**config.mk**
```make
export PLATFORM = sky130hd
export DESIGN_NAME = sata_dma_command_builder_core
export DESIGN_NICKNAME = d
export VERILOG_FILES = /design/src/sdcb_pkg.sv /design/src/sdcb_ctrl.sv /design/src/sdcb_dp.sv /design/src/sata_dma_command_builder_core.sv
export SDC_FILE = /design/constraint.sdc
export NUM_CORES = 1
export LEC_CHECK = 0
export BUFFER_PORTS_ARGS = -buffer_cell sky130_fd_sc_hd__buf_2
export CAP_MARGIN = 20
export CORE_ASPECT_RATIO = 0.75
export CORE_UTILIZATION = 53
export DETAILED_ROUTE_END_ITERATION = 8
export GPL_TIMING_DRIVEN = 0
export PLACE_DENSITY = 0.88
export REMOVE_ABC_BUFFERS = 1
export SLEW_MARGIN = 20
export SYNTH_ARGS = -nofsm -noshare
export SYNTH_HDL_FRONTEND = slang
export SYNTH_HIERARCHICAL = 1
export SYNTH_SLANG_ARGS = --single-unit
```
**constraint.sdc**
```tcl
create_clock -name clk -period 9.1 [get_ports clk]
set_input_delay 1.365 -clock clk [delete_from_list [all_inputs] [get_ports clk]]
set_output_delay 1.365 -clock clk [all_outputs]
set_load 0.03 [all_outputs]
```
**src/sdcb_pkg.sv**
```systemverilog
// sdcb_pkg: shared constants, result kind codes, controller state and
// the command/status structs between the controller and the datapath.
`timescale 1ns / 1ps
package sdcb_pkg;

  localparam int MAX_ENTRIES       = 8;
  localparam int SECTORS_PER_ENTRY = 16;
  localparam int SECTOR_BYTES      = 512;
  localparam int MAX_SECTORS       = MAX_ENTRIES * SECTORS_PER_ENTRY;
  localparam int ENTRY_STEP        = SECTORS_PER_ENTRY * SECTOR_BYTES;

  localparam int SLOT_CNT_W = 6;
  localparam int SLOT_W     = 5;
  localparam int NUM_SLOTS  = 32;
  localparam int ENT_W      = $clog2(MAX_ENTRIES + 1);
  localparam int REM_W      = $clog2(MAX_SECTORS + 1);
  localparam int BYTES_W    = 13;

  localparam logic [SLOT_CNT_W-1:0] SLOT_COUNT_RESET = SLOT_CNT_W'(32);

  localparam logic [1:0] KIND_HEADER    = 2'd0;
  localparam logic [1:0] KIND_ENTRY     = 2'd1;
  localparam logic [1:0] KIND_NOSLOT    = 2'd2;
  localparam logic [1:0] KIND_BADCOUNT  = 2'd3;

  localparam logic [7:0] CMD_READ_DMA_EXT  = 8'h25;
  localparam logic [7:0] CMD_WRITE_DMA_EXT = 8'h35;

  typedef enum logic [1:0] {
    ST_IDLE,
    ST_HEAD,
    ST_ENTRY
  } sdcb_state_t;

  typedef struct packed {
    logic load;
    logic head;
    logic entry;
  } sdcb_cmd_t;

  typedef struct packed {
    logic reject;
    logic last_entry;
  } sdcb_sts_t;

endpackage

```
**src/sdcb_ctrl.sv**
```systemverilog
// sdcb_ctrl: controller state machine sequencing header and scatter entries.
// Depends on sdcb_pkg for the state type and command/status structs.
`timescale 1ns / 1ps
module sdcb_ctrl (
  input  logic               clk,
  input  logic               rst_n,
  input  logic               start,
  output logic               busy,
  input  sdcb_pkg::sdcb_sts_t sts,
  output sdcb_pkg::sdcb_cmd_t cmd
);
  import sdcb_pkg::*;

  sdcb_state_t state_r, state_nxt;

  always_ff @(posedge clk) begin
    if (!rst_n) begin
      state_r <= ST_IDLE;
    end else begin
      state_r <= state_nxt;
    end
  end

  always_comb begin
    state_nxt = state_r;
    unique case (state_r)
      ST_IDLE: begin
        if (start) state_nxt = ST_HEAD;
      end
      ST_HEAD: begin
        state_nxt = sts.reject ? ST_IDLE : ST_ENTRY;
      end
      ST_ENTRY: begin
        if (sts.last_entry) state_nxt = ST_IDLE;
      end
      default: state_nxt = ST_IDLE;
    endcase
  end

  always_comb begin
    cmd  = '0;
    busy = 1'b1;
    unique case (state_r)
      ST_IDLE: begin
        busy     = 1'b0;
        cmd.load = start;
      end
      ST_HEAD:  cmd.head = 1'b1;
      ST_ENTRY: cmd.entry = 1'b1;
      default:  busy = 1'b1;
    endcase
  end

endmodule

```
**src/sdcb_dp.sv**
```systemverilog
// sdcb_dp: request registers, slot search, count check, entry address and
// length generation, and the result field mux. Depends on sdcb_pkg.
`timescale 1ns / 1ps
module sdcb_dp (
  input  logic                               clk,
  input  logic                               rst_n,
  input  logic                               cfg_we,
  input  logic [sdcb_pkg::SLOT_CNT_W-1:0]    cfg_wdata,
  input  sdcb_pkg::sdcb_cmd_t                cmd,
  output sdcb_pkg::sdcb_sts_t                sts,
  input  logic                               in_mode,
  input  logic [4:0]                         in_port_number,
  input  logic [47:0]                        in_lba,
  input  logic [15:0]                        in_sector_count,
  input  logic [31:0]                        in_buffer_address,
  input  logic [31:0]                        in_busy_mask,
  output logic                               out_valid,
  output logic [1:0]                         out_kind,
  output logic [4:0]                         out_port_out,
  output logic [4:0]                         out_slot,
  output logic                               out_write_flag,
  output logic [3:0]                         out_entry_count,
  output logic [7:0]                         out_command_code,
  output logic [47:0]                        out_lba_out,
  output logic [7:0]                         out_count_out,
  output logic [31:0]                        out_entry_address,
  output logic [12:0]                        out_entry_bytes_minus_one,
  output logic                               out_last
);
  import sdcb_pkg::*;

  logic [SLOT_CNT_W-1:0] slot_count_r;
  logic                  mode_r;
  logic [4:0]            port_r;
  logic [47:0]           lba_r;
  logic [7:0]            count_r;
  logic [31:0]           addr_r;
  logic [SLOT_W-1:0]     slot_r;
  logic                  found_r;
  logic                  bad_r;
  logic [ENT_W-1:0]      nent_r;
  logic [ENT_W-1:0]      idx_r;
  logic [REM_W-1:0]      rem_r;

  logic [SLOT_CNT_W-1:0] nslots;
  logic                  found;
  logic [SLOT_W-1:0]     slot_sel;
  logic                  bad_count;
  logic [15:0]           nent_full;
  logic [ENT_W-1:0]      idx_inc;
  logic [REM_W+9:0]      fin_bytes;

  always_ff @(posedge clk) begin
    if (!rst_n) begin
      slot_count_r <= SLOT_COUNT_RESET;
    end else if (cfg_we) begin
      slot_count_r <= cfg_wdata;
    end
  end

  always_comb begin
    nslots   = (slot_count_r > SLOT_CNT_W'(NUM_SLOTS)) ? SLOT_CNT_W'(NUM_SLOTS) : slot_count_r;
    found    = 1'b0;
    slot_sel = '0;
    for (int i = NUM_SLOTS - 1; i >= 0; i--) begin
      if (!in_busy_mask[i] && (SLOT_CNT_W'(i) < nslots)) begin
        found    = 1'b1;
        slot_sel = SLOT_W'(i);
      end
    end
  end

  assign bad_count = (in_sector_count == 16'd0) ||
                     (in_sector_count > 16'(MAX_SECTORS));
  assign nent_full = (in_sector_count - 16'd1) / 16'(SECTORS_PER_ENTRY) + 16'd1;

  always_ff @(posedge clk) begin
    if (cmd.load) begin
      mode_r  <= in_mode;
      port_r  <= in_port_number;
      lba_r   <= in_lba;
      count_r <= in_sector_count[7:0];
      addr_r  <= in_buffer_address;
      slot_r  <= slot_sel;
      found_r <= found;
      bad_r   <= bad_count;
      nent_r  <= nent_full[ENT_W-1:0];
      idx_r   <= '0;
      rem_r   <= in_sector_count[REM_W-1:0];
    end else if (cmd.entry) begin
      addr_r <= addr_r + 32'(ENTRY_STEP);
      idx_r  <= idx_inc;
      rem_r  <= rem_r - REM_W'(SECTORS_PER_ENTRY);
    end
  end

  assign idx_inc        = idx_r + ENT_W'(1);
  assign sts.last_entry = (idx_inc == nent_r);
  assign sts.reject     = !found_r || bad_r;
  assign fin_bytes      = (REM_W+10)'(rem_r) * (REM_W+10)'(SECTOR_BYTES) - (REM_W+10)'(1);

  always_comb begin
    out_valid                 = cmd.head || cmd.entry;
    out_kind                  = KIND_HEADER;
    out_port_out              = port_r;
    out_slot                  = '0;
    out_write_flag            = 1'b0;
    out_entry_count           = '0;
    out_command_code          = '0;
    out_lba_out               = '0;
    out_count_out             = '0;
    out_entry_address         = '0;
    out_entry_bytes_minus_one = '0;
    out_last                  = 1'b0;
    if (cmd.entry) begin
      out_kind                  = KIND_ENTRY;
      out_slot                  = slot_r;
      out_entry_address         = addr_r;
      out_entry_bytes_minus_one = sts.last_entry ? fin_bytes[BYTES_W-1:0]
                                                 : BYTES_W'(ENTRY_STEP - 1);
      out_last                  = sts.last_entry;
    end else if (!found_r) begin
      out_kind = KIND_NOSLOT;
      out_last = 1'b1;
    end else if (bad_r) begin
      out_kind = KIND_BADCOUNT;
      out_last = 1'b1;
    end else begin
      out_slot         = slot_r;
      out_write_flag   = mode_r;
      out_entry_count  = 4'(nent_r);
      out_command_code = mode_r ? CMD_WRITE_DMA_EXT : CMD_READ_DMA_EXT;
      out_lba_out      = lba_r;
      out_count_out    = count_r;
    end
  end

endmodule

```
**src/sata_dma_command_builder_core.sv**
```systemverilog
// SATA DMA command builder top level: controller plus datapath.
// Usage notes below. Depends on sdcb_pkg, sdcb_ctrl and sdcb_dp.
//
// Input channel: a request (in_* ports) is taken at a clock edge with start
// high and busy low. The request is held internally, so the in_* ports are
// free after that edge.
// Result channel: each result shows on the out_* ports for one cycle with
// out_valid high. The receiver cannot stall; every strobed result counts.
// A good request gives a header in the cycle after acceptance, then one
// scatter entry per cycle, out_last on the final entry. A rejected request
// gives one error result (out_last high) in the cycle after acceptance.
// Occupancy: busy stays high through the header and the N entries, N the
// entry count (1..8), or through the error result; no new request is taken then.
// The rate is set by the entry sequencer emitting one entry per cycle.
// Configuration: cfg_we/cfg_wdata write slot_count; write only when idle.
// Reset (rst_n low, synchronous): controller idles, slot_count returns to 32.
`timescale 1ns / 1ps
module sata_dma_command_builder_core (
  input  logic        clk,
  input  logic        rst_n,
  input  logic        cfg_we,
  input  logic [5:0]  cfg_wdata,
  input  logic        start,
  output logic        busy,
  input  logic        in_mode,
  input  logic [4:0]  in_port_number,
  input  logic [47:0] in_lba,
  input  logic [15:0] in_sector_count,
  input  logic [31:0] in_buffer_address,
  input  logic [31:0] in_busy_mask,
  output logic        out_valid,
  output logic [1:0]  out_kind,
  output logic [4:0]  out_port_out,
  output logic [4:0]  out_slot,
  output logic        out_write_flag,
  output logic [3:0]  out_entry_count,
  output logic [7:0]  out_command_code,
  output logic [47:0] out_lba_out,
  output logic [7:0]  out_count_out,
  output logic [31:0] out_entry_address,
  output logic [12:0] out_entry_bytes_minus_one,
  output logic        out_last
);
  import sdcb_pkg::*;

  sdcb_cmd_t cmd;
  sdcb_sts_t sts;

  sdcb_ctrl u_ctrl (
    .clk   (clk),
    .rst_n (rst_n),
    .start (start),
    .busy  (busy),
    .sts   (sts),
    .cmd   (cmd)
  );

  sdcb_dp u_dp (
    .clk                       (clk),
    .rst_n                     (rst_n),
    .cfg_we                    (cfg_we),
    .cfg_wdata                 (cfg_wdata),
    .cmd                       (cmd),
    .sts                       (sts),
    .in_mode                   (in_mode),
    .in_port_number            (in_port_number),
    .in_lba                    (in_lba),
    .in_sector_count           (in_sector_count),
    .in_buffer_address         (in_buffer_address),
    .in_busy_mask              (in_busy_mask),
    .out_valid                 (out_valid),
    .out_kind                  (out_kind),
    .out_port_out              (out_port_out),
    .out_slot                  (out_slot),
    .out_write_flag            (out_write_flag),
    .out_entry_count           (out_entry_count),
    .out_command_code          (out_command_code),
    .out_lba_out               (out_lba_out),
    .out_count_out             (out_count_out),
    .out_entry_address         (out_entry_address),
    .out_entry_bytes_minus_one (out_entry_bytes_minus_one),
    .out_last                  (out_last)
  );

`ifndef SYNTHESIS
  a_accept_gives_head: assert property (@(posedge clk) disable iff (!rst_n)
    (start && !busy) |=> (out_valid && out_kind != KIND_ENTRY))
    else $error("accepted transaction did not produce a header or error result");

  a_last_ends_run: assert property (@(posedge clk) disable iff (!rst_n)
    (out_valid && out_last) |=> !out_valid)
    else $error("result strobed after the final result of a transaction");

  a_entries_continue: assert property (@(posedge clk) disable iff (!rst_n)
    (out_valid && out_kind == KIND_ENTRY && !out_last) |=>
      (out_valid && out_kind == KIND_ENTRY))
    else $error("scatter entry run broken before its final entry");

  a_idle_quiet: assert property (@(posedge clk) disable iff (!rst_n)
    !busy |-> !out_valid)
    else $error("result strobed while idle");
`endif

endmodule

```
==> impl_metrics.csv, run 1 <==
group,metric,value,unit
outcome,status,"complete, no violations",
logic_synthesis,synthTopCellsByArea,"edfxtp_1, and2_1, dfxtp_1",
global_route,overflow,0,
logic_synthesis,synth_edf_count,109,
logic_synthesis,yosysSeqAreaShare,53.4,%
clock_network,numClockSinks,121,
placed_design,gp_congestion,0.900,
timing,fin_ws,5.27,ns
route,avgViaCountPerCell,5.31,
timing,rsz0062_at_grt,"no",
critical_path,start_kind,"flip-flop",
critical_path,rrSetupSlack,6.43,ns
clock_network,cts_buffers,17,
cells_and_area,final_common_cell,"buf_2",
placed_design,placed_cells,996,
route,totalWireLength,18.2,mm
timing,max_freq,261,MHz
logic_synthesis,yosysWarnings,6,
timing,max-slew-margin-rel,42.9,%
pwr,ir_drop,0.000199,V
critical_path,critPathArrivalTime,2.46,ns
min_path,hold_depth,2,
logic_synthesis,synth-seq-cells,121,
timing,whs,0.552,ns
route,ant_nets,0,
clock_network,clk_pin_slew,0.05,ns
min_path,hp-class,"flip-flop to flip-flop",
route,first_iter_violations,331,
clock_network,post-cts-setup-buffers,0,
global_route,grt_pass1_vias,5198,
critical_path,path_max_fanout,6,
critical_path,crit_chain,"ha_1, xor2_1, nor4_2, a21boi_0, buf_2",
logic_synthesis,synthCells,598,
critical_path,max_stage_delay,0.65,ns
placed_design,dp_hpwl,13.1,mm
route,routedWlPerCell,17.7,µm
floorplanning,die-area,0.0129,mm²
timing,skew,0.00913,ns
logic_synthesis,postSynthAreaPerCell,11.0,µm²
cells_and_area,layout.cells.non_filler,1028,
floorplanning,initial_core_util,55.6,%
critical_path,required,7.74,ns
clock_network,insertion_delay,0.41,ns
pwr,finalPower,1.50,mW
critical_path,rr_worst_depth,5,
global_route,grt_first_pass_wirelength,27.1,mm
cells_and_area,n_antenna_cell,0,
logic_synthesis,yosysTopAreaCell,"edfxtp_1",
floorplanning,dieHeight,98.5,µm
logic_synthesis,ys_types,72,
min_path,hold_start,"u_dp/idx_r[3]",
floorplanning,fp.dieW,131,µm
clock_network,cts.path.max_buffers,2,
critical_path,critPathBufInv,1,
cells_and_area,final_core_util,73.1,%
logic_synthesis,postSynth.asyncResetShare,0,%
placed_design,post-place-ws,5.44,ns
route,drc,0,
timing,worst_pin_slew,0.856,ns
global_route,gr-usage-met2,48.4,%
cells_and_area,nets,1001,
cells_and_area,final_cell_mix,"buf_2, and2_1, edfxtp_1",
clock_network,cts_tree,"built",
clock_network,htreeDepth,4,
timing,finalCritPeriodShare,42.0,%
global_route,grt_use_total,28.0,%
cells_and_area,drive_above_1_share,39.5,%
global_route,grt_busiest_layer,"met2",
critical_path,r2r-start,"u_dp/slot_count_r[2]",
global_route,grt_use_met3,7.55,%
critical_path,r2r_end,"u_dp/slot_r[0]",
cells_and_area,final_area,0.00864,mm²
cells_and_area,area_growth,31.4,%
min_path,min_to,"u_dp/idx_r[3]",
route,vias,5455,
floorplanning,num_rows,34,
clock_network,ctsResizeCount,0,
global_route,grt_use_met1,33.2,%
timing,hold_violations,0,
critical_path,crit_type,"flip-flop to primary output",
timing,slew_violations,0,
critical_path,crit_family,"simple AND/OR/NAND/NOR gates",
pwr,power_density,174,mW/mm²
logic_synthesis,yosysTopAreaCellShare,49.8,%
job,maxCapViolations,0,
critical_path,critPathSlowestCell,"nor4_2",
timing,finalSetupTns,0,ns
cells_and_area,num-fill-cells,830,
global_route,antenna_found_initial,0,
clock_network,hold_buffers,0,
placed_design,io_buffers,268,
clock_network,cts-root-buf,"clkbuf_16",
critical_path,worstSetupEndpointType,"primary output",
timing,fin_crit,3.83,ns
global_route,grt_max_degree,37,
pwr,p_leak,3.81,nW
critical_path,cp.depth,5,
floorplanning,io_pins,273,
route,drt_first_pass_iters,5,
floorplanning,core,0.0118,mm²
logic_synthesis,ys.flop_type,"edfxtp_1",
timing,setup_viol,0,
logic_synthesis,syn_area,0.00658,mm²
placed_design,placed_area,0.00804,mm²
==> how the worst max path moves through the flow <==
stage,from,end,slack (ns)
detailed placement,u_dp/idx_r[0],out_entry_bytes_minus_one[9],5.44
floorplan,u_ctrl/state_r[1],out_command_code[4],-2.20
CTS,u_dp/idx_r[0],out_entry_bytes_minus_one[9],4.92
finish,u_dp/idx_r[0],out_entry_bytes_minus_one[9],5.27
global route,u_ctrl/state_r[0],out_command_code[4],5.14
global placement,start,u_dp/addr_r[18],-0.42
==> synthesized netlist by cell type (6+ instances only) <==
cell / instances
a21oi_1: 21
and2_1: 111
and3_1: 6
buf_4: 17
clkbuf_1: 21
dfxtp_1: 12
edfxtp_1: 109
inv_1: 13
mux2i_1: 7
nand2_1: 41
nand2b_1: 6
nand3_1: 13
nand4_1: 8
nor2_1: 29
nor2b_1: 16
nor3_1: 7
o21ai_0: 34
xnor2_1: 21
xor2_1: 12
==> where the power goes <==
group          total [mW]  switching, mW  internal, mW
combinational       0.160         0.0886        0.0712
clock               0.666          0.258         0.408
sequential          0.677         0.0268         0.650
total                1.50          0.374          1.13
==> routing by layer <==
layer	vias up	share of wire (%)
met1	2572	38
met4	0	2.3
met5	-	0
li1	2624	-
met2	231	50
met3	28	9.2
==> registers in the layout, summed over array words and instances, names as in the netlist, 5 cells and up <==
| signal | count |
|---|---|
| u_dp/lba_r | 48 |
| u_dp/slot_r | 5 |
| u_dp/addr_r | 32 |
| u_dp/slot_count_r | 6 |
| u_dp/count_r | 8 |
| u_dp/out_port_out | 5 |
==> cell families (layout without fill, tap and decap cells) <==
logic type	Yosys count	after routing	synth area share, %
and+or+nand+nor	259	259	22.6
DFF	121	121	53.4
AOI/OAI and AO/OA	108	108	12.0
buffers and inverters	63	328	5.35
xor gates and xnor gates	33	33	4.40
muxes	8	8	1.24
adders and majority gates	5	5	0.932
other	1	4	0.0570
==> worst min-delay path, delay by kind of cell, from the launching register on <==
family | cells | cell delay, ns
xor gates and xnor gates | 1 | 0.08
and+or+nand+nor | 1 | 0.08
DFF | 1 | 0.36
==> cell type report <==
class | count | area (µm²) | share of cell area (%)
Sequential cell | 121 | 3510 | 40.7
Inverter | 16 | 60.1 | 0.695
Timing Repair Buffer | 280 | 1520 | 17.6
Clock inverter | 15 | 163 | 1.88
Multi-Input combinational cell | 417 | 2750 | 31.8
Tap cell | 162 | 203 | 2.35
Clock buffer | 17 | 425 | 4.92
(Power assumes the default switching activity.)
==> run 2, diff against run 1 <==
ABC_AREA = 1   (was not set)
CORE_UTILIZATION = 44   (was 53)
PLACE_DENSITY = 0.78   (was 0.88)
clock period = 3.5 ns   (was 9.1 ns; I/O delays follow)
==> impl_metrics.csv, run 2 <==
group,metric,value,unit
route,drc,0,
cells_and_area,final_common_cell,"buf_2",
timing,rsz0062_at_grt,"no",
critical_path,start_kind,"flip-flop",
logic_synthesis,synthCells,799,
outcome,status,"complete, no violations",
route,vias,5850,
cells_and_area,final_cell_mix,"buf_2, inv_1, nand2_1",
clock_network,ctsResizeCount,0,
clock_network,cts_tree,"built",
cells_and_area,final_area,0.00865,mm²
min_path,min_to,"u_dp/lba_r[5]",
placed_design,placed_cells,1242,
timing,max-slew-margin-rel,43.6,%
clock_network,cts_buffers,17,
logic_synthesis,synthTopCellsByCount,"inv_1, nand2_1, nor2_1",
logic_synthesis,syn_area,0.00651,mm²
logic_synthesis,yosysSeqAreaShare,54.0,%
pwr,ir_drop,0.000292,V
cells_and_area,num-fill-cells,1327,
global_route,antenna_found_initial,1,
route,drt_first_pass_iters,4,
critical_path,crit_family,"simple AND/OR/NAND/NOR gates",
critical_path,crit_type,"flip-flop to flip-flop",
global_route,grt_pass1_vias,5237,
cells_and_area,multi_input_area,0.00209,mm²
logic_synthesis,synth_edf_count,109,
global_route,grt_use_met1,25.8,%
logic_synthesis,synth-seq-cells,121,
timing,fin_crit,2.89,ns
cells_and_area,drive_above_1_share,30.9,%
global_route,gr-usage-met2,37.5,%
logic_synthesis,yosysTopAreaCellShare,50.3,%
clock_network,clk_pin_slew,0.06,ns
clock_network,cts-root-buf,"clkbuf_16",
job,maxCapViolations,0,
timing,whs,0.287,ns
min_path,hp-class,"primary input to flip-flop",
timing,hold_violations,0,
floorplanning,fp.dieW,142,µm
logic_synthesis,ys_types,40,
critical_path,path_max_fanout,5,
placed_design,gp_congestion,0.927,
global_route,overflow,0,
route,routedWlPerCell,12.8,µm
floorplanning,dieHeight,107,µm
global_route,grt_use_total,21.3,%
clock_network,cts.path.max_buffers,2,
global_route,grt_first_pass_wirelength,25.1,mm
route,first_iter_violations,345,
cells_and_area,nets,1209,
floorplanning,core,0.0145,mm²
cells_and_area,register_area,0.00351,mm²
global_route,grt_use_met3,4.58,%
timing,slew_violations,0,
critical_path,crit_chain,"ha_1, nand4_1, nor2_1, inv_1, nor2_1, inv_1, nor2_1, inv_1, nor2_1, inv_1, nor2_1, inv_1, nor2_1, nand4_1, nor3_2, nand3_1, xnor2_1, nand2_1, nand2_1",
clock_network,htreeDepth,4,
timing,finalCritPeriodShare,82.5,%
logic_synthesis,yosysTopAreaCell,"edfxtp_1",
cells_and_area,layout.cells.non_filler,1274,
logic_synthesis,ys.flop_type,"edfxtp_1",
critical_path,r2r_end,"u_dp/addr_r[31]",
pwr,finalPower,3.77,mW
floorplanning,initial_core_util,45.0,%
critical_path,max_stage_delay,0.43,ns
min_path,hold_start,"in_lba[5]",
cells_and_area,largest_reg_flops,48,
timing,max_freq,346,MHz
floorplanning,die-area,0.0153,mm²
placed_design,dp_hpwl,12.6,mm
critical_path,r2r-start,"u_dp/addr_r[13]",
logic_synthesis,postSynthAreaPerCell,8.14,µm²
floorplanning,io_pins,273,
cells_and_area,reg.largest.list,"u_dp/lba_r (48), u_dp/addr_r (32), u_dp/count_r (8)",
clock_network,hold_buffers,0,
critical_path,required,3.66,ns
global_route,grt_busiest_layer,"met2",
cells_and_area,largest-register,"u_dp/lba_r",
critical_path,worstSetupEndpointType,"flip-flop",
clock_network,insertion_delay,0.40,ns
critical_path,critPathSlowestCell,"edfxtp_1",
cells_and_area,area_growth,32.9,%
timing,worst_pin_slew,0.845,ns
min_path,hold_depth,1,
placed_design,placed_area,0.00810,mm²
timing,setup_viol,0,
floorplanning,num_rows,38,
pwr,power_density,436,mW/mm²
critical_path,rr_worst_depth,19,
route,ant_nets,0,
critical_path,critPathArrivalTime,3.04,ns
route,avgViaCountPerCell,4.59,
critical_path,rrSetupSlack,0.61,ns
timing,skew,0.00771,ns
route,totalWireLength,16.3,mm
clock_network,post-cts-setup-buffers,0,
critical_path,critPathMostFrequentCell,"nor2_1",
cells_and_area,n_antenna_cell,0,
placed_design,io_buffers,268,
logic_synthesis,postSynth.asyncResetShare,0,%
pwr,p_leak,4.82,nW
global_route,grt_max_degree,48,
clock_network,numClockSinks,121,
logic_synthesis,yosysWarnings,6,
logic_synthesis,yosysMostFrequentCell,"inv_1",
critical_path,critPathBufInv,5,
logic_synthesis,synthTopCellsByArea,"edfxtp_1, inv_1, nand2_1",
==> run 2: cell count changes in the layout (fill, tap and decap cells not counted), sizes merged, moves of 8 or more <==
cell	before	now
xnor2	21	4
and2	111	0
nand2	41	166
o21ai	37	29
nor2	30	139
inv	23	203
nor2b	16	0
==> run 2: how the worst max path moves through the flow <==
stage | depth (start not counted) | endpoint | from | slack (ns)
after detailed placement | 19 | u_dp/addr_r[31] | u_dp/addr_r[13] | 0.68
after CTS | 7 | out_lba_out[4] | u_ctrl/state_r[1] | 0.56
after global placement | 5 | u_dp/addr_r[22] | start | -8.87
after floorplan | 5 | out_command_code[4] | u_ctrl/state_r[1] | -6.12
after global routing | 19 | u_dp/addr_r[31] | u_dp/addr_r[13] | 0.33
final | 19 | u_dp/addr_r[31] | u_dp/addr_r[13] | 0.61
==> run 2: cell families after synthesis <==
group                      share of synthesized area (%)
AOI/OAI and AO/OA                                   5.94
xor gates and xnor gates                            1.88
adders and majority gates                          0.769
buffers and inverters                               14.3
DFF                                                 54.0
other                                             0.0576
and+or+nand+nor                                     23.0
==> run 2: area by class of cell <==
cell class                      instances  area share, %
Timing Repair Buffer                  275           17.5
Multi-Input combinational cell        451           24.1
Clock buffer                           17           4.92
Tap cell                              200           2.89
Inverter                              195           8.51
Sequential cell                       121           40.6
Clock inverter                         15           1.48
==> run 2: power by group <==
part           internal [mW]  switching [mW]
clock network          0.931           0.696
logic                  0.164           0.248
registers               1.69          0.0480
==> run 2: stage by stage <==
step	setup TNS, ns	worst slack, ns	utilization (%)
6_report	0	0.613	59.8
3_5_place_dp	0	0.679	56.0
4_1_cts	0	0.559	59.8
3_3_place_gp	-956.99	-8.87	54.7
2_1_floorplan	-993.32	-6.12	-
5_1_grt	0	0.328	59.8
==> run 2: routing by layer <==
metal	wire [µm]	share of wire, %
met1	6780	42
met2	7980	49
met3	1340	8.2
met4	209	1.3
met5	12	0.074
==> run 3, diff against run 2 <==
clock period = 2.45 ns   (was 3.5 ns; I/O delays follow)
==> impl_metrics.csv, run 3 (same netlist as run 2, synthesis figures left out) <==
group,metric,value,unit
outcome,status,"complete, but fails checks",
outcome,violations,"negative setup slack",
cells_and_area,register_area,0.00353,mm²
route,vias,6026,
clock_network,cts_tree,"built",
cells_and_area,final_area,0.00908,mm²
route,routedWlPerCell,13.3,µm
timing,finalSetupTns,-0.588,ns
global_route,antenna_found_initial,1,
critical_path,r2r-start,"u_dp/addr_r[14]",
cells_and_area,largest-register,"u_dp/lba_r",
route,drt_first_pass_iters,5,
timing,setup_viol,6,
clock_network,numClockSinks,121,
timing,rsz0062_at_grt,"yes",
clock_network,htreeDepth,4,
floorplanning,die-area,0.0153,mm²
min_path,hold_depth,1,
critical_path,worstSetupEndpointType,"flip-flop",
global_route,grt_first_pass_wirelength,26.1,mm
clock_network,insertion_delay,0.41,ns
timing,finalCritPeriodShare,108,%
clock_network,clk_pin_slew,0.07,ns
floorplanning,core,0.0145,mm²
cells_and_area,nets,1235,
cells_and_area,n_antenna_cell,0,
clock_network,hold_buffers,0,
cells_and_area,reg.largest.list,"u_dp/lba_r (48), u_dp/addr_r (32), u_dp/count_r (8)",
cells_and_area,area_growth,39.5,%
cells_and_area,final_common_cell,"buf_2",
timing,max_freq,379,MHz
floorplanning,io_pins,273,
placed_design,gp_congestion,0.927,
clock_network,cts_buffers,17,
placed_design,io_buffers,268,
global_route,grt_pass1_vias,5435,
timing,skew,0.00752,ns
min_path,hold_start,"in_lba[5]",
critical_path,crit_type,"flip-flop to flip-flop",
min_path,hp-class,"primary input to flip-flop",
timing,hold_violations,0,
job,maxCapViolations,0,
cells_and_area,drive_above_1_share,36.9,%
pwr,power_density,603,mW/mm²
critical_path,rr_worst_depth,19,
route,first_iter_violations,326,
floorplanning,dieHeight,107,µm
min_path,min_to,"u_dp/lba_r[5]",
pwr,ir_drop,0.000416,V
critical_path,rrSetupSlack,-0.19,ns
route,ant_nets,0,
cells_and_area,layout.cells.non_filler,1300,
clock_network,cts.path.max_buffers,2,
placed_design,dp_hpwl,12.6,mm
critical_path,required,2.60,ns
route,totalWireLength,17.3,mm
critical_path,path_max_fanout,2,
cells_and_area,num-fill-cells,1262,
floorplanning,num_rows,38,
critical_path,r2r_end,"u_dp/addr_r[31]",
timing,fin_ws,-0.187,ns
critical_path,start_kind,"flip-flop",
timing,slew_violations,0,
global_route,grt_use_total,22.1,%
floorplanning,fp.dieW,142,µm
critical_path,critPathArrivalTime,2.79,ns
clock_network,cts-root-buf,"clkbuf_16",
cells_and_area,largest_reg_flops,48,
global_route,grt_max_degree,48,
route,avgViaCountPerCell,4.64,
timing,whs,0.129,ns
floorplanning,initial_core_util,45.0,%
timing,fin_crit,2.64,ns
timing,worst_pin_slew,0.535,ns
placed_design,placed_cells,1242,
timing,max-slew-margin-rel,64.2,%
placed_design,placed_area,0.00810,mm²
cells_and_area,final_cell_mix,"buf_2, inv_1, nand2_1",
route,drc,0,
global_route,overflow,0,
pwr,p_leak,4.96,nW
cells_and_area,multi_input_area,0.00229,mm²
-- run 3: cell types whose count changed in the layout (fill, tap and decap cells not counted), moves of 6 or more --
cell	change
dfxtp_1	-8
buf_4	+26
inv_2	+6
nor2_2	+13
inv_1	-6
nor2_1	-14
-- run 3: repair_timing --
action / 4_1_cts / 5_1_grt
resized for setup: 43 / 29
setup endpoints to repair: 97 / 84
gates cloned: 1 / 0
pin swaps: 8 / 14
setup buffers: 13 / 12
-- run 3: power by group --
part / switching [mW] / internal, mW / total, mW
combinational: 0.390 / 0.266 / 0.657
sequential: 0.0672 / 2.41 / 2.48
clock: 1.01 / 1.33 / 2.34
total: 1.46 / 4.01 / 5.47
-- run 3: how the worst max path moves through the flow --
| stage | slack (ns) | endpoint | start | cells after the start |
|---|---|---|---|---|
| 5_1_grt | -0.43 | u_dp/addr_r[31] | u_dp/addr_r[14] | 19 |
| 4_1_cts | -0.17 | u_dp/addr_r[31] | u_dp/addr_r[14] | 19 |
| 3_5_place_dp | -0.37 | u_dp/addr_r[31] | u_dp/addr_r[13] | 19 |
| 6_report | -0.19 | u_dp/addr_r[31] | u_dp/addr_r[14] | 19 |
| 2_1_floorplan | -7.02 | out_command_code[4] | u_ctrl/state_r[1] | 5 |
| 3_3_place_gp | -9.76 | u_dp/addr_r[22] | start | 5 |
-- run 3: per-stage QoR --
stage	setup slack (ns)	power (mW)	utilization, %
after global placement	-9.76	3.09	54.7
after CTS	-0.175	5.47	61.3
after global routing	-0.432	5.69	62.8
after detailed placement	-0.371	3.11	56.0
final	-0.187	5.47	62.8
after floorplan	-7.02	2.87	-
-- run 3: area by class of cell --
type / instances / share of cell area [%]
well taps: 200 / 2.76
repair buffers: 300 / 18.9
clock buffers: 17 / 4.69
inverters: 195 / 8.17
multi-input cells: 452 / 25.2
flip-flops and latches: 121 / 38.9
clock inverters: 15 / 1.41
-- run 3: worst max-delay path, stage by stage (launching register included) --
cell and delay [ns]:
edfxtp_1 0.37, ha_2 0.19, nand4_1 0.13, nor2_2 0.13, inv_1 0.06, nor2_2 0.11, inv_1 0.07, nor2_2 0.10
inv_1 0.06, nor2_2 0.11, inv_1 0.06, nor2_2 0.14, inv_2 0.07, nor2_4 0.08, nand4_1 0.14, nor3_2 0.18
nand3_1 0.11, xnor2_1 0.14, nand2_1 0.06, nand2_1 0.07
-- run 3: routing by layer --
metal / GRT usage, % / wire (µm) / vias to the layer above
li1: - / - / 3033
met1: 26.6 / 7080 / 2721
met2: 39.3 / 8580 / 243
met3: 4.58 / 1330 / 27
met4: 7.68 / 272 / 2
met5: 0 / 12 / -
